[src/sv/assert_macros.svh]
// ----------------------------------------------------------------------------
// Assertion macros
// Shared property forms for the shift register chain driver checks.
// ----------------------------------------------------------------------------
`ifndef ASSERT_MACROS_SVH
`define ASSERT_MACROS_SVH

// Same-cycle implication, sampled on the rising clock edge, off during reset.
`define SRCD_ASSERT_NOW(label, clk, rst, ante, cons, msg) \
   label: assert property (@(posedge clk) disable iff (rst) (ante) |-> (cons)) \
      else $error(msg);

// Next-cycle implication, sampled on the rising clock edge, off during reset.
`define SRCD_ASSERT_NEXT(label, clk, rst, ante, cons, msg) \
   label: assert property (@(posedge clk) disable iff (rst) (ante) |=> (cons)) \
      else $error(msg);

`endif

[src/sv/srcd_pkg.sv]
// ----------------------------------------------------------------------------
// srcd_pkg
// Types and fixed constants of the shift register chain driver.
// ----------------------------------------------------------------------------
package srcd_pkg;

   // Fixed field widths of the request and configuration ports.
   localparam int CNT_W    = 4;   // chips_in_use and chip counters
   localparam int CHIP_W   = 3;   // chip_index
   localparam int BITIDX_W = 4;   // bit_index
   localparam int WORD_W   = 16;  // word_value

   typedef enum logic [2:0] {
      CMD_TICK  = 3'd0,
      CMD_WRITE = 3'd1,
      CMD_SET   = 3'd2,
      CMD_CLEAR = 3'd3,
      CMD_SHIFT = 3'd4
   } cmd_type;

   typedef enum logic [2:0] {
      PH_IDLE  = 3'b001,
      PH_WRITE = 3'b010,
      PH_LATCH = 3'b100
   } phase_type;

   // One edit request handed from the request stage to the image store.
   typedef struct packed {
      logic                valid;
      cmd_type             cmd;
      logic [CHIP_W-1:0]   chip;
      logic [BITIDX_W-1:0] bit_idx;
      logic [WORD_W-1:0]   word;
   } edit_type;

endpackage

[src/sv/srcd_image_store.sv]
// ----------------------------------------------------------------------------
// srcd_image_store
// Output image words and the changed flag; applies write, set, clear and
// shift edits.
// ----------------------------------------------------------------------------
module srcd_image_store #(
   parameter int WORD_BITS = 16,
   parameter int DEPTH_CAP = 8
) (
   input  logic                         clock,
   input  logic                         reset,
   input  srcd_pkg::edit_type           edit,
   input  logic [srcd_pkg::CNT_W-1:0]   depth,
   input  logic                         snapshot_take,
   output logic [WORD_BITS-1:0]         image_words [DEPTH_CAP],
   output logic                         image_changed
);
   import srcd_pkg::*;

   localparam int BIT_W = $clog2(WORD_BITS);

   logic [WORD_BITS-1:0] image_ff [DEPTH_CAP];
   logic [WORD_BITS-1:0] image_in [DEPTH_CAP];
   logic                 changed_ff;
   logic                 changed_in;
   logic                 chip_ok;
   logic                 bit_ok;
   logic [BIT_W-1:0]     bit_sel;

   assign chip_ok = {1'b0, edit.chip} < depth;
   assign bit_ok  = {1'b0, edit.bit_idx} < (BITIDX_W + 1)'(WORD_BITS);
   assign bit_sel = edit.bit_idx[BIT_W-1:0];

   always_comb begin
      image_in   = image_ff;
      changed_in = changed_ff;
      if (snapshot_take) begin
         changed_in = 1'b0;
      end
      if (edit.valid) begin
         case (edit.cmd)
            CMD_WRITE: begin
               if (chip_ok) begin
                  for (int i = 0; i < DEPTH_CAP; i++) begin
                     if (CNT_W'(i) == {1'b0, edit.chip}) begin
                        image_in[i] = edit.word[WORD_BITS-1:0];
                     end
                  end
                  changed_in = 1'b1;
               end
            end
            CMD_SET, CMD_CLEAR: begin
               if (chip_ok && bit_ok) begin
                  for (int i = 0; i < DEPTH_CAP; i++) begin
                     if (CNT_W'(i) == {1'b0, edit.chip}) begin
                        image_in[i][bit_sel] = (edit.cmd == CMD_SET);
                     end
                  end
                  changed_in = 1'b1;
               end
            end
            CMD_SHIFT: begin
               for (int i = 0; i < DEPTH_CAP; i++) begin
                  if (CNT_W'(i) < depth) begin
                     image_in[i] = image_ff[i] << 1;
                  end
               end
               changed_in = 1'b1;
            end
            default: begin
            end
         endcase
      end
   end

   always_ff @(posedge clock) begin
      if (reset) begin
         for (int i = 0; i < DEPTH_CAP; i++) begin
            image_ff[i] <= '0;
         end
         changed_ff <= 1'b0;
      end else begin
         image_ff   <= image_in;
         changed_ff <= changed_in;
      end
   end

   assign image_words   = image_ff;
   assign image_changed = changed_ff;

endmodule

[src/sv/shift_register_chain_driver_unit.sv]
// ----------------------------------------------------------------------------
// shift_register_chain_driver_unit
// Serial driver for a chain of latch-type shift register chips. Requests edit
// an output image (write a word, set or clear a bit, shift every in-use word
// left by one) or tick the output sequencer. When a tick finds the sequencer
// idle and the image changed, the in-use words are copied to a staging buffer
// and sent out: the serial clock toggles on every tick, each falling half
// drives the next staged bit (chip 0 bit 0 first), then the latch pin pulses
// high for one tick and low for one tick. Edits are taken while a transfer
// runs. Every request gives exactly one response carrying the clock, latch
// and data pin levels and the busy flag after that request. One request is
// taken per cycle while responses drain; it passes the request register, then
// the state update loading the response register. The response register has
// its own valid, so a stalled response only holds the request stage once both
// are full. chips_in_use is to be written through the csr port only while the
// unit is idle, which it does not enforce; values above chip capacity saturate.
// ----------------------------------------------------------------------------
module shift_register_chain_driver_unit #(
   parameter int MAX_CHIPS = 8,
   parameter int WORD_BITS = 16
) (
   input  logic                            clock,
   input  logic                            reset,
   // request channel
   input  logic                            req_valid,
   output logic                            req_ready,
   input  logic [2:0]                      req_cmd,
   input  logic [srcd_pkg::CHIP_W-1:0]     req_chip_index,
   input  logic [srcd_pkg::BITIDX_W-1:0]   req_bit_index,
   input  logic [srcd_pkg::WORD_W-1:0]     req_word_value,
   // response channel
   output logic                            rsp_valid,
   input  logic                            rsp_ready,
   output logic                            rsp_clock_pin,
   output logic                            rsp_latch_pin,
   output logic                            rsp_data_pin,
   output logic                            rsp_busy_res,
   // configuration
   input  logic                            csr_valid,
   output logic                            csr_ready,
   input  logic [srcd_pkg::CNT_W-1:0]      csr_chips_in_use
);
   import srcd_pkg::*;

   // chips_in_use is 4 bits, so no more than 15 words can ever be in use.
   localparam int CNT_MAX   = (1 << CNT_W) - 1;
   localparam int DEPTH_CAP = (MAX_CHIPS < CNT_MAX) ? MAX_CHIPS : CNT_MAX;
   localparam int IDX_W     = (DEPTH_CAP > 1) ? $clog2(DEPTH_CAP) : 1;
   localparam int BIT_W     = $clog2(WORD_BITS);

   // ---------------------------------------------------------------------
   // Configuration register
   // ---------------------------------------------------------------------
   logic [CNT_W-1:0] chips_ff;
   logic [CNT_W-1:0] depth;

   assign csr_ready = 1'b1;

   always_ff @(posedge clock) begin
      if (reset) begin
         chips_ff <= CNT_W'(8);
      end else if (csr_valid && csr_ready) begin
         chips_ff <= csr_chips_in_use;
      end
   end

   // Saturate the chip count to the chain capacity.
   assign depth = (chips_ff > CNT_W'(DEPTH_CAP)) ? CNT_W'(DEPTH_CAP) : chips_ff;

   // ---------------------------------------------------------------------
   // Request stage
   // ---------------------------------------------------------------------
   logic                s1_valid_ff;
   logic                s1_go;
   logic [2:0]          s1_cmd_ff;
   logic [CHIP_W-1:0]   s1_chip_ff;
   logic [BITIDX_W-1:0] s1_bit_ff;
   logic [WORD_W-1:0]   s1_word_ff;
   logic                rsp_valid_ff;
   cmd_type             s1_cmd;

   // Advance the request stage whenever the response register is free or
   // being drained this cycle.
   assign s1_go     = s1_valid_ff && (!rsp_valid_ff || rsp_ready);
   assign req_ready = !s1_valid_ff || s1_go;
   assign s1_cmd    = cmd_type'(s1_cmd_ff);

   always_ff @(posedge clock) begin
      if (reset) begin
         s1_valid_ff <= 1'b0;
      end else if (req_ready) begin
         s1_valid_ff <= req_valid;
      end
   end

   always_ff @(posedge clock) begin
      if (req_valid && req_ready) begin
         s1_cmd_ff  <= req_cmd;
         s1_chip_ff <= req_chip_index;
         s1_bit_ff  <= req_bit_index;
         s1_word_ff <= req_word_value;
      end
   end

   // ---------------------------------------------------------------------
   // Output image
   // ---------------------------------------------------------------------
   edit_type             edit;
   logic [WORD_BITS-1:0] image_words [DEPTH_CAP];
   logic                 image_changed;
   logic                 snapshot_take;

   assign edit.valid   = s1_go;
   assign edit.cmd     = s1_cmd;
   assign edit.chip    = s1_chip_ff;
   assign edit.bit_idx = s1_bit_ff;
   assign edit.word    = s1_word_ff;

   srcd_image_store #(
      .WORD_BITS (WORD_BITS),
      .DEPTH_CAP (DEPTH_CAP)
   ) u_image (
      .clock         (clock),
      .reset         (reset),
      .edit          (edit),
      .depth         (depth),
      .snapshot_take (snapshot_take),
      .image_words   (image_words),
      .image_changed (image_changed)
   );

   // ---------------------------------------------------------------------
   // Sequencer
   // ---------------------------------------------------------------------
   phase_type            phase_ff;
   phase_type            phase_in;
   logic                 clock_ff;
   logic                 clock_in;
   logic                 latch_ff;
   logic                 latch_in;
   logic                 data_ff;
   logic                 data_in;
   logic [CNT_W-1:0]     chip_pos_ff;
   logic [CNT_W-1:0]     chip_pos_in;
   logic [BIT_W-1:0]     bit_pos_ff;
   logic [BIT_W-1:0]     bit_pos_in;
   logic [WORD_BITS-1:0] staged_ff [DEPTH_CAP];
   logic                 tick;
   logic [WORD_BITS-1:0] staged_word;

   assign tick        = s1_go && (s1_cmd == CMD_TICK);
   assign staged_word = staged_ff[chip_pos_ff[IDX_W-1:0]];

   always_comb begin
      phase_in      = phase_ff;
      clock_in      = clock_ff;
      latch_in      = latch_ff;
      data_in       = data_ff;
      chip_pos_in   = chip_pos_ff;
      bit_pos_in    = bit_pos_ff;
      snapshot_take = 1'b0;
      if (tick) begin
         unique case (phase_ff)
            PH_IDLE: begin
               // Take a snapshot only when there is something new to send.
               if (image_changed) begin
                  snapshot_take = 1'b1;
                  phase_in      = PH_WRITE;
               end
            end
            PH_WRITE: begin
               if (clock_ff) begin
                  // Falling half: drive the next bit, or finish the word run.
                  if (chip_pos_ff < depth) begin
                     data_in = staged_word[bit_pos_ff];
                     if (bit_pos_ff == BIT_W'(WORD_BITS - 1)) begin
                        bit_pos_in  = '0;
                        chip_pos_in = chip_pos_ff + 1'b1;
                     end else begin
                        bit_pos_in  = bit_pos_ff + 1'b1;
                     end
                  end else begin
                     bit_pos_in  = '0;
                     chip_pos_in = '0;
                     phase_in    = PH_LATCH;
                  end
                  clock_in = 1'b0;
               end else begin
                  clock_in = 1'b1;
               end
            end
            PH_LATCH: begin
               if (latch_ff) begin
                  latch_in = 1'b0;
                  phase_in = PH_IDLE;
               end else begin
                  latch_in = 1'b1;
               end
            end
            default: begin
               phase_in = PH_IDLE;
            end
         endcase
      end
   end

   always_ff @(posedge clock) begin
      if (reset) begin
         phase_ff    <= PH_IDLE;
         clock_ff    <= 1'b0;
         latch_ff    <= 1'b0;
         data_ff     <= 1'b0;
         chip_pos_ff <= '0;
         bit_pos_ff  <= '0;
      end else begin
         phase_ff    <= phase_in;
         clock_ff    <= clock_in;
         latch_ff    <= latch_in;
         data_ff     <= data_in;
         chip_pos_ff <= chip_pos_in;
         bit_pos_ff  <= bit_pos_in;
      end
   end

   // Copy the in-use words; words beyond the chip count keep older values.
   always_ff @(posedge clock) begin
      if (reset) begin
         for (int i = 0; i < DEPTH_CAP; i++) begin
            staged_ff[i] <= '0;
         end
      end else if (snapshot_take) begin
         for (int i = 0; i < DEPTH_CAP; i++) begin
            if (CNT_W'(i) < depth) begin
               staged_ff[i] <= image_words[i];
            end
         end
      end
   end

   // ---------------------------------------------------------------------
   // Response register
   // ---------------------------------------------------------------------
   logic rsp_clock_ff;
   logic rsp_latch_ff;
   logic rsp_data_ff;
   logic rsp_busy_ff;

   always_ff @(posedge clock) begin
      if (reset) begin
         rsp_valid_ff <= 1'b0;
      end else if (s1_go) begin
         rsp_valid_ff <= 1'b1;
      end else if (rsp_ready) begin
         rsp_valid_ff <= 1'b0;
      end
   end

   // Load the pin levels as they stand after this request.
   always_ff @(posedge clock) begin
      if (s1_go) begin
         rsp_clock_ff <= clock_in;
         rsp_latch_ff <= latch_in;
         rsp_data_ff  <= data_in;
         rsp_busy_ff  <= (phase_in != PH_IDLE);
      end
   end

   assign rsp_valid     = rsp_valid_ff;
   assign rsp_clock_pin = rsp_clock_ff;
   assign rsp_latch_pin = rsp_latch_ff;
   assign rsp_data_pin  = rsp_data_ff;
   assign rsp_busy_res  = rsp_busy_ff;

   // ---------------------------------------------------------------------
   // Assertions
   // ---------------------------------------------------------------------
`include "assert_macros.svh"

   `SRCD_ASSERT_NOW(a_pins_exclusive, clock, reset, 1'b1, !(clock_ff && latch_ff), "serial clock and latch both high")
   `SRCD_ASSERT_NOW(a_idle_pins_low, clock, reset, phase_ff == PH_IDLE, !clock_ff && !latch_ff, "pin left high while idle")
   `SRCD_ASSERT_NEXT(a_latch_ends, clock, reset, tick && phase_ff == PH_LATCH && latch_ff, phase_ff == PH_IDLE, "latch pulse did not return to idle")

endmodule
[config.mk]
export PLATFORM = sky130hd
export DESIGN_NAME = shift_register_chain_driver_unit
export DESIGN_NICKNAME = d
export VERILOG_FILES = /design/src/sv/srcd_pkg.sv /design/src/sv/srcd_image_store.sv /design/src/sv/shift_register_chain_driver_unit.sv
export VERILOG_INCLUDE_DIRS = /design/src /design/src/sv
export SDC_FILE = /design/constraint.sdc
export NUM_CORES = 1
export LEC_CHECK = 0
export BUFFER_PORTS_ARGS = -buffer_cell sky130_fd_sc_hd__buf_2
export CORE_MARGIN = 2
export CORE_UTILIZATION = 60
export CTS_CLUSTER_DIAMETER = 60
export DETAILED_ROUTE_END_ITERATION = 7
export HOLD_SLACK_MARGIN = 0.05
export PLACE_DENSITY = 0.74
export SYNTH_ARGS = -nofsm -noshare
export SYNTH_HDL_FRONTEND = slang
export SYNTH_HIERARCHICAL = 1
export SYNTH_SLANG_ARGS = --single-unit
[constraint.sdc]
create_clock -name clock -period 11.29 [get_ports clock]
set_clock_uncertainty 0.1 [all_clocks]
set_input_delay 1.6935 -clock clock [delete_from_list [all_inputs] [get_ports clock]]
set_output_delay 1.6935 -clock clock [all_outputs]
set_load 0.02 [all_outputs]
Word level (Yosys, flattened, before mapping)
Memory sizes are Yosys's and may differ from the RTL's. A register that Yosys moved wholly into a read port is not among the register bits. Index checks and enable logic that the tools add are counted.

Muxes and demuxes: 113. Order comparisons: 14. Equal/unequal tests: 43. Bitwise gates (word level): 8. Add/subtract/negate cells: 2. Reductions and logical operators: 24.

Operators by type and width (count): $mux 16 (32); $pmux 128 s3 (1); $mux 128 (2); $bwmux 16 (8); $reduce_and 7->1 (8); $mux 1 (54); $ne 2x1->1 const B (19); $mux 3 (7); $mux 4 (5); $lt 3x4->1 const A (4); $ne 2x2->1 const B (8); $eq 3x3->1 const A (4); $lt 4x5->1 const B (2); $eq 3x2->1 const B (3); $pmux 3 s3 (1); $add 4x1->4 const B (2); $lt 1x4->1 const A (2); $lt 2x4->1 const A (2); $or 1x1->1 (8); $eq 2x3->1 const A (2); $eq 3x1->1 const B (2); $eq 3x3->1 const B (2); $logic_not 3->1 (2); $bmux 1 s4 (1); 18 further kinds (23).

Bits in writable memories: 128. Register bits after elaboration: 179. Word-level logic and storage cells: 231. Memories: 1. Bits of input ports: 35. Output and inout port bits: 7.

Memories: staged_ff (words 8, width 16, rd ports 1, clocked after memory_dff 1, write ports 8, RTL line shift_register_chain_driver_unit.sv:147) `logic [WORD_BITS-1:0] staged_ff [DEPTH_CAP];`.

Logic depth before layout (Yosys ltp)
Gate-level depths: netlist of the first run.

Word-level depth: 9. Depth in mapped cells: 12. Depth with buffers taken out: 10.

Cells and area by module
The synthesis of the first run kept the hierarchy.

By module, submodules not included: srcd_image_store (instances 1, area each 8768.4 µm², seq. area each 2582.5 µm², cells an instance 1182); shift_register_chain_driver_unit (instances 1, area each 7963.9 µm², seq. area each 5205.0 µm², cells an instance 548).

Worst setup path after synthesis of the first run
Ideal clock, no wire load.

Path kind: input -> register. Start: in rsp_ready. End: mem staged_ff[2][0], enable pin. Buffers on the path: 1. Data arrival time: 4449 ps. Data required time: 10798 ps. Cell stages on the path: 6. Setup time: 392 ps. Setup slack: 6349 ps. Path through: nand2b_1 -> nand3_2 -> or4_1 -> buf_2 -> o21ai_0 -> o21bai_1.

RTL lines: from (decl) (RTL line shift_register_chain_driver_unit.sv:33) `input logic rsp_ready,`; to (decl) (RTL line shift_register_chain_driver_unit.sv:147).

==> results.json, run 1 <==
{
  "slew_viol_final": 0,
  "gp_congestion": 0.903,
  "cp_max_fo": 18,
  "root_buffer": "clkbuf_16",
  "synthToLayoutAreaGrowth_pct": 8.30,
  "status": "complete, no violations",
  "cts_buffers": 35,
  "cts_setup_buffers": 0,
  "vias": 14700,
  "cap_viol_max_count": 0,
  "row_count": 61,
  "die_y_microns": 171,
  "place_ws_ns": 6.43,
  "viasPerCell": 7.04,
  "finalWirelength_microns": 51800,
  "cellPowerDensity_nw_per_um2": 143,
  "synthCells": 1730,
  "criticalPathCategory": "input port to register",
  "final_hold_viol_count": 0,
  "cpMaxStageDelayCell": "o21ai_2",
  "ir_drop_mv": 0.149,
  "clock_path_buffers": 3,
  "cts-hold-fix-buffers": 0,
  "worstPathArrival_ns": 4.41,
  "grt_setup_unrepaired": "no",
  "total_power_mw": 2.60,
  "crit_chain": "buf_2 -> nand2b_1 -> nand3_2 -> or4_1 -> o21ai_2 -> a21o_1",
  "worst_path_largest_cell_delay_ns": 0.98,
  "grt_pass1_wl_microns": 78600,
  "ant_nets": 0,
  "firstDrtPassIters": 6,
  "yosysSeqAreaShare_pct": 46.5,
  "min_period_ns": 4.37,
  "drt-initial-drc-count": 1952,
  "stdcell_area_sq_um": 18100,
  "max_freq_mhz": 229,
  "setup_slack_ns": 6.92,
  "ys_top_cells_by_area": "edfxtp_1 (28%), dfxtp_1 (18%), a21oi_1 (7.1%), mux4_2 (4.3%), and2_1 (3.9%)",
  "gr-usage-all-layers_pct": 35.5,
  "drt-wirelength-per-cell_microns": 24.9,
  "core_area_sq_um": 27600,
  "slew-limit-headroom_pct": 21.3,
  "synth_edf_count": 158,
  "yosysTopAreaCell": "edfxtp_1",
  "syn_nets": 1772,
  "rr_startpoint": "s1_cmd[0]",
  "dp_hpwl_microns": 32800,
  "overflow": 0,
  "placed_area_sq_um": 17000,
  "crit_family": "compound AO/OA/AOI/OAI gates",
  "hold_class": "register to register",
  "portBuffers": 40,
  "critPathLaunch": "rsp_ready",
  "synth.most_common_cell": "a21oi_1",
  "grt_pass1_vias": 13600,
  "required_ns": 11.32,
  "htree_levels": 2,
  "crit_path_end_kind": "register",
  "period_share_pct": 38.7,
  "setup_violations": 0,
  "synth_area_per_cell_sq_um": 9.67,
  "start_util_pct": 60.6,
  "fp.dieW_microns": 171,
  "ys_top_cells_by_count": "a21oi_1 (239), edfxtp_1 (158), dfxtp_1 (152)",
  "cts_resized": 0,
  "finalHoldWorstSlack_ns": 0.398,
  "min_from": "chip_pos_ff[3]",
  "grt_max_degree": 91,
  "yosys_register_bits": 310,
  "clk_latency_ns": 0.53,
  "nNetsFinal": 1718,
  "synth_top_flop_cell": "edfxtp_1",
  "ys_warn_count": 6,
  "ys_async_sr_fraction_pct": 0,
  "grt_antenna_before_repair": 5,
  "io_pins": 42,
  "die-area_sq_um": 29200,
  "drc": 0,
  "layout-drive-gt1-share_pct": 11.2,
  "cts_tree": "yes",
  "worstSetupStartpointType": "input port",
  "syn_area_sq_um": 16700,
  "clock-sinks": 310,
  "tightest_slew_ns": 1.18,
  "synth.distinct_cells": 76,
  "synth_top_cell_area_share_pct": 28.4,
  "cts.clk_slew.worst_paths_ns": 0.06,
  "setup_tns_ns": 0,
  "p_leak_nw": 6.27,
  "critPathBufInv": 1
}
==> worst paths after layout <==
| kind | endpoint | slack [ns] | cells past startpoint |
|---|---|---|---|
| worst min register to register | chip_pos_ff[3] | 0.40 | 2 |
| worst min-delay path | chip_pos_ff[3] | 0.40 | 2 |
| worst max-delay path | staged_ff[1][15] | 6.92 | 6 |
| worst max register to register | staged_ff[1][15] | 7.30 | 6 |
==> flip-flops by register name (all words and copies together) (netlist names), 3 cells and up, named ones only <==
register / flops
s1_chip_ff: 3
u_image/image_words: 128
s1_cmd: 3
bit_pos_ff: 4
staged_ff: 128
chips_ff: 4
s1_bit_ff: 4
s1_word_ff: 16
chip_pos_ff: 4
phase_ff: 3
==> worst register-to-register path, stage by stage, from the launching register on <==
cell      delay, ns
edfxtp_1       0.35
buf_4          0.30
nor3_2         0.32
nand3_2        0.14
or4_1          0.68
o21ai_2        0.98
a21o_1         0.70
==> power breakdown <==
group	internal [mW]	leakage [nW]	switching, mW
logic	0.0769	2.89	0.171
registers	1.21	2.84	0.0341
clock network	0.636	0.540	0.468
total	1.92	6.27	0.673
==> per-stage QoR <==
stage / cells / util, %
global route: 2081 / 65.6
CTS: 2081 / 65.6
finish: 2082 / 65.6
floorplan: 1730 / -
detailed placement: 2017 / 61.6
global placement: 2017 / 61.6
==> per-layer routing <==
| metal | vias up | share of wire (%) | global-route usage (%) |
|---|---|---|---|
| li1 | 6488 | - | - |
| met1 | 6924 | 39 | 47.9 |
| met2 | 1015 | 43 | 53.1 |
| met3 | 229 | 12 | 9.11 |
| met4 | 2 | 5.6 | 18.1 |
| met5 | - | 0.025 | 0 |
==> area by class of cell <==
cell class,count,area (sq um)
fill,2245,9510
antenna,1,2.50
inverter,15,56.3
clock inverter,21,174
multi-input combinational,1243,8260
clock buffer,43,927
sequential,310,7790
timing repair buffer,71,435
tap,378,473
==> placed cells by master, fill, tap and decap left out, types with 6 or more instances in the layout <==
master / n
ha_1: 7
nor2_1: 105
nor3_1: 54
a21oi_1: 239
clkinv_2: 8
a311oi_1: 28
mux2i_1: 10
clkbuf_16: 36
clkbuf_1: 7
a211oi_1: 44
nor2b_1: 59
a21o_1: 7
a22oi_1: 33
o21a_1: 30
and2_1: 103
and4bb_2: 6
nand2_1: 104
nand2b_1: 11
o2111a_1: 30
mux4_2: 32
dfxtp_1: 151
and3_1: 15
buf_4: 32
a221o_1: 28
buf_2: 39
nand3_1: 17
a31oi_1: 31
inv_1: 14
o221a_1: 14
o211ai_1: 34
edfxtp_1: 158
o21ai_0: 115
==> cell families (layout without fill, tap and decap cells) <==
group           Yosys count  after routing  synth area share (%)
compound gates          670            670                  26.7
xor+xnor                  2              2                 0.105
fa+ha+maj                 7              7                 0.523
buf+inv                 177            150                  4.52
flops                   310            310                  46.5
mux                      42             42                  4.91
other cells               1              2                0.0224
simple gates            521            521                  16.7
No activity file was read; power rests on OpenSTA's default activity.
==> inputs of run 2 (changes only) <==
--- a/config.mk
+++ b/config.mk
@@ -8,7 +8,7 @@
 export LEC_CHECK = 0
 export BUFFER_PORTS_ARGS = -buffer_cell sky130_fd_sc_hd__buf_2
 export CORE_MARGIN = 2
-export CORE_UTILIZATION = 60
+export CORE_UTILIZATION = 57
 export CTS_CLUSTER_DIAMETER = 60
 export DETAILED_ROUTE_END_ITERATION = 7
 export HOLD_SLACK_MARGIN = 0.05
==> constraint.sdc (replaced) <==
create_clock -name clock -period 3.95 [get_ports clock]
set_clock_uncertainty 0.1 [all_clocks]
set_input_delay 0.5925 -clock clock [delete_from_list [all_inputs] [get_ports clock]]
set_output_delay 0.5925 -clock clock [all_outputs]
set_load 0.02 [all_outputs]
==> run 2 against run 1 <==
- largest cell class unchanged
- first-iteration DRC count rose by 19%
- combinational power rose to 3.0 times the previous value
- total power rose to 3.0 times the previous value
- critical path depth rose by 4
- sequential power rose to 2.8 times the previous value
- utilization fell by 1.5 points
- die area rose by 5.1%
- worst hold slack got worse by 0.26 ns
- flip-flop and latch count did not move
==> results.json, run 2 (synthesis gave the netlist of run 1 again) <==
{
  "final_hold_viol_count": 0,
  "start_util_pct": 58.1,
  "grt_max_degree": 146,
  "ant_nets": 0,
  "cts-hold-fix-buffers": 0,
  "seqPwrFrac_pct": 46.1,
  "overflow": 0,
  "gp_congestion": 0.905,
  "final_common_cell": "a21oi_1",
  "cp_max_fo": 14,
  "required_ns": 4.29,
  "total_power_mw": 7.72,
  "die_y_microns": 175,
  "critPathBufInv": 3,
  "seqCellArea_sq_um": 7790,
  "clock-sinks": 310,
  "core_area_sq_um": 28800,
  "worstPathArrival_ns": 3.71,
  "placed_cells": 2044,
  "htree_levels": 2,
  "tightest_slew_ns": 1.27,
  "grt_pass1_vias": 13600,
  "worstSetupStartpointType": "register",
  "cts_setup_buffers": 0,
  "slew_viol_final": 0,
  "row_count": 62,
  "viasPerCell": 6.97,
  "fp.dieW_microns": 175,
  "cts.clk_slew.worst_paths_ns": 0.06,
  "max_freq_mhz": 297,
  "cpMaxStageDelayCell": "nor4_4",
  "cts_tree": "yes",
  "nFillCells": 2303,
  "mostFrequentLayoutCells": "a21oi_1 (239), edfxtp_1 (158), dfxtp_1 (151)",
  "gr-usage-all-layers_pct": 33.8,
  "clk_latency_ns": 0.52,
  "worst_path_largest_cell_delay_ns": 0.75,
  "firstDrtPassIters": 6,
  "grt_antenna_before_repair": 3,
  "drt-initial-drc-count": 2317,
  "multiInputGateArea_sq_um": 8260,
  "p_sw_mw": 1.96,
  "die-area_sq_um": 30700,
  "grt_pass1_wl_microns": 80300,
  "period_share_pct": 85.3,
  "swShare_pct": 25.3,
  "ir_drop_mv": 0.370,
  "finalWirelength_microns": 52500,
  "setup_violations": 0,
  "cts_resized": 0,
  "nNetsFinal": 1741,
  "hold_class": "input port to register",
  "comb_power_share_pct": 9.6,
  "p_leak_nw": 6.46,
  "pwr-share-clk_pct": 44.4,
  "drc": 0,
  "crit_family": "simple AND/OR/NAND/NOR gates",
  "io_pins": 42,
  "setup_tns_ns": 0,
  "dp_hpwl_microns": 35600,
  "synthToLayoutAreaGrowth_pct": 10.3,
  "drt-wirelength-per-cell_microns": 24.9,
  "vias": 14700,
  "status": "complete, no violations",
  "cellPowerDensity_nw_per_um2": 419,
  "grt_setup_unrepaired": "no",
  "intPower_mw": 5.77,
  "root_buffer": "clkbuf_16",
  "crit_chain": "inv_1 -> nand2_1 -> inv_1 -> inv_1 -> ha_1 -> nor2_1 -> nor4_4 -> a21oi_2 -> and2_1 -> a211oi_1",
  "num_antenna_cells": 0,
  "slew-limit-headroom_pct": 15.2,
  "crit_path_frequent_cell": "inv_1",
  "crit_path_end_kind": "register",
  "criticalPathCategory": "register to register",
  "clock_path_buffers": 3,
  "min_period_ns": 3.37,
  "portBuffers": 40,
  "cts_buffers": 37,
  "layout-drive-gt1-share_pct": 12.6,
  "cap_viol_max_count": 0,
  "instances_no_fill": 2112
}
[run 2: layout make-up]
class	count	share of cell area (%)
Clock inverter	12	0.515
Sequential cell	310	42.2
Multi-Input combinational cell	1243	44.8
Clock buffer	56	6.19
Tap cell	384	2.60
Timing Repair Buffer	92	3.42
Inverter	15	0.305
[run 2: power groups by stage]
stage               Combinational (mW)  Sequential [mW]  Clock [mW]
global route                     0.786             3.56        3.59
detailed placement               0.707             3.62           0
global placement                 0.693             3.62           0
finish                           0.738             3.56        3.43
floorplan                        0.520             3.56           0
CTS                              0.711             3.55        3.45
[run 2: worst reg2reg max path, delay by kind of cell (launching register included)]
family          cells  cell delay [ns]
simple gates        4             1.39
flops               1             0.65
compound gates      2             0.60
buf+inv             3             0.39
fa+ha+maj           1             0.17
[run 2: layer usage]
layer  track usage, %  vias up  share of wire [%]
met1             47.5     6999                 40
met5                0        -              0.074
met3             7.92      167                 13
met4             14.4        6                4.3
li1                 -     6527                  -
met2             50.2     1028                 43
[run 2: per-stage QoR]
stage          area (sq um)  util (%)  hold WS, ns  setup slack, ns
5_1_grt               18500      64.1        0.128            0.407
6_report              18500      64.1        0.135            0.580
2_1_floorplan         16700         -        0.357            0.110
4_1_cts               18500      64.1        0.125            0.640
3_5_place_dp          17200      59.8        0.391            0.683
3_3_place_gp          17200      59.8        0.389            0.720
[run 2: worst paths after layout]
kind	startpoint	endpoint	slack [ns]	depth (start not counted)
worst min register to register	chip_pos_ff[3]	chip_pos_ff[3]	0.40	2
worst max register to register	chips_ff[3]	u_image/image_words[80]	0.58	10
worst max-delay path	chips_ff[3]	u_image/image_words[80]	0.58	10
worst min-delay path	req_word_value[1]	s1_word_ff[1]	0.14	1
==> inputs of run 3 (changes only) <==
--- a/config.mk
+++ b/config.mk
@@ -7,6 +7,7 @@
 export NUM_CORES = 1
 export LEC_CHECK = 0
 export BUFFER_PORTS_ARGS = -buffer_cell sky130_fd_sc_hd__buf_2
+export CORE_ASPECT_RATIO = 1.25
 export CORE_MARGIN = 2
 export CORE_UTILIZATION = 57
 export CTS_CLUSTER_DIAMETER = 60
==> run 3 against run 2 <==
- design area fell by 0.32%
- sequential share of layout area rose by 0.13 points
- critical path depth rose by 1
- cell count fell by 0.19%
- count of clock-buffer cells in the layout fell by 13
- via count fell by 0.55%
- largest cell class unchanged
==> results.json, run 3 (synthesis gave the netlist of run 1 again) <==
{
  "cpMaxStageDelayCell": "nor4_4",
  "grt_pass1_vias": 14000,
  "gr-usage-all-layers_pct": 33.5,
  "cp_max_fo": 14,
  "slew-limit-headroom_pct": 19.3,
  "cellPowerDensity_nw_per_um2": 423,
  "row_count": 70,
  "total_power_mw": 7.79,
  "gp_congestion": 0.914,
  "crit_path_frequent_cell": "inv_1",
  "period_share_pct": 84.7,
  "mostFrequentLayoutCells": "a21oi_1 (239), edfxtp_1 (158), dfxtp_1 (151)",
  "worstPathArrival_ns": 3.65,
  "worstSetupStartpointType": "register",
  "clock_path_buffers": 3,
  "fp.dieW_microns": 157,
  "final_common_cell": "a21oi_1",
  "grt_antenna_before_repair": 3,
  "critPathBufInv": 4,
  "pwr-share-clk_pct": 45.1,
  "drc": 0,
  "clk_latency_ns": 0.52,
  "comb_power_share_pct": 9.2,
  "cts_setup_buffers": 0,
  "crit_family": "simple AND/OR/NAND/NOR gates",
  "core_area_sq_um": 29100,
  "swShare_pct": 24.4,
  "max_freq_mhz": 299,
  "dp_hpwl_microns": 34400,
  "nNetsFinal": 1728,
  "firstDrtPassIters": 7,
  "ir_drop_mv": 0.356,
  "overflow": 0,
  "p_leak_nw": 6.40,
  "drt-wirelength-per-cell_microns": 24.3,
  "drt-initial-drc-count": 2330,
  "stdcell_area_sq_um": 18400,
  "slew_viol_final": 0,
  "cts_tree": "yes",
  "required_ns": 4.26,
  "setup_tns_ns": 0,
  "die_y_microns": 196,
  "grt_pass1_wl_microns": 79500,
  "htree_levels": 2,
  "cts_buffers": 34,
  "setup_violations": 0,
  "intPower_mw": 5.89,
  "cap_viol_max_count": 0,
  "status": "complete, no violations",
  "grt_setup_unrepaired": "no",
  "cts-hold-fix-buffers": 0,
  "vias": 14600,
  "p_sw_mw": 1.90,
  "hold_class": "input port to register",
  "portBuffers": 40,
  "min_period_ns": 3.34,
  "io_pins": 42,
  "crit_chain": "inv_1 -> nand2_1 -> inv_1 -> inv_1 -> ha_1 -> nor2_1 -> nor4_4 -> a21oi_2 -> buf_4 -> and3_1 -> o221a_1",
  "cts_resized": 0,
  "ant_nets": 0,
  "tightest_slew_ns": 1.19,
  "finalWirelength_microns": 51200,
  "viasPerCell": 6.95,
  "grt_max_degree": 101,
  "placed_area_sq_um": 17200,
  "start_util_pct": 57.5,
  "final_hold_viol_count": 0,
  "cts.clk_slew.worst_paths_ns": 0.06,
  "clock-sinks": 310,
  "root_buffer": "clkbuf_16",
  "seqPwrFrac_pct": 45.8,
  "die-area_sq_um": 30800,
  "worst_path_largest_cell_delay_ns": 0.72,
  "criticalPathCategory": "register to register",
  "synthToLayoutAreaGrowth_pct": 9.95,
  "num_antenna_cells": 0,
  "layout-drive-gt1-share_pct": 12.0,
  "crit_path_end_kind": "register"
}
==> run 3: cell count changes in the layout (fill, tap and decap cells not counted), moves of 3 or more <==
cell       change
clkbuf_1       -5
clkbuf_16      -4
clkinv_1       +3
buf_4         -10
clkbuf_8       -4
bufinv_16      +6
==> run 3: metal layers <==
layer,share of wire [%],vias to the layer above,wire [microns],GRT usage (%)
met5,0.051,-,26,0
li1,-,6491,-,-
met2,45,961,23200,51.3
met3,9.9,218,5060,5.79
met1,39,6972,19800,45.3
met4,5.9,4,3040,18.2
==> run 3: through the flow <==
step / setup WS [ns] / utilization (%) / hold slack (ns) / std cells
after floorplan: 0.110 / - / 0.357 / 1730
after CTS: 0.640 / 63.3 / 0.125 / 2108
after global routing: 0.369 / 63.3 / 0.123 / 2108
final: 0.606 / 63.3 / 0.141 / 2108
after global placement: 0.733 / 59.0 / 0.382 / 2046
after detailed placement: 0.640 / 59.0 / 0.399 / 2046
==> run 3: power by group through the flow <==
stage / Combinational (mW) / Sequential [mW] / Clock (mW)
floorplan: 0.520 / 3.56 / 0
global placement: 0.672 / 3.62 / 0
detailed placement: 0.685 / 3.63 / 0
CTS: 0.690 / 3.56 / 3.54
global route: 0.771 / 3.57 / 3.65
finish: 0.715 / 3.56 / 3.51
==> run 3: layout make-up <==
class,instances,area [sq um]
inverter,15,56.3
sequential,310,7790
multi-input combinational,1243,8270
timing repair buffer,82,547
clock inverter,19,273
fill,2396,10700
tap,396,495
clock buffer,43,968
==> run 3: path summary, 6_finish.rpt <==
check                                        start                  endpoint  slack [ns]  cells after the start
worst max-delay path                   chips_ff[3]  u_image/image_words[118]        0.61                     11
worst min-delay path            req_word_value[11]            s1_word_ff[11]        0.14                      1
worst max register to register         chips_ff[3]  u_image/image_words[118]        0.61                     11
worst min register to register      chip_pos_ff[3]            chip_pos_ff[3]        0.41                      2
==> run 3: worst register-to-register path: cells and delay by family (launching register included) <==
family / cells / cell delay, ns
buffers and inverters: 4 / 0.65
AND/OR/NAND/NOR: 4 / 1.10
adder cells (fa/ha/maj): 1 / 0.17
AO/OA/AOI/OAI: 2 / 0.61
flip-flops: 1 / 0.62
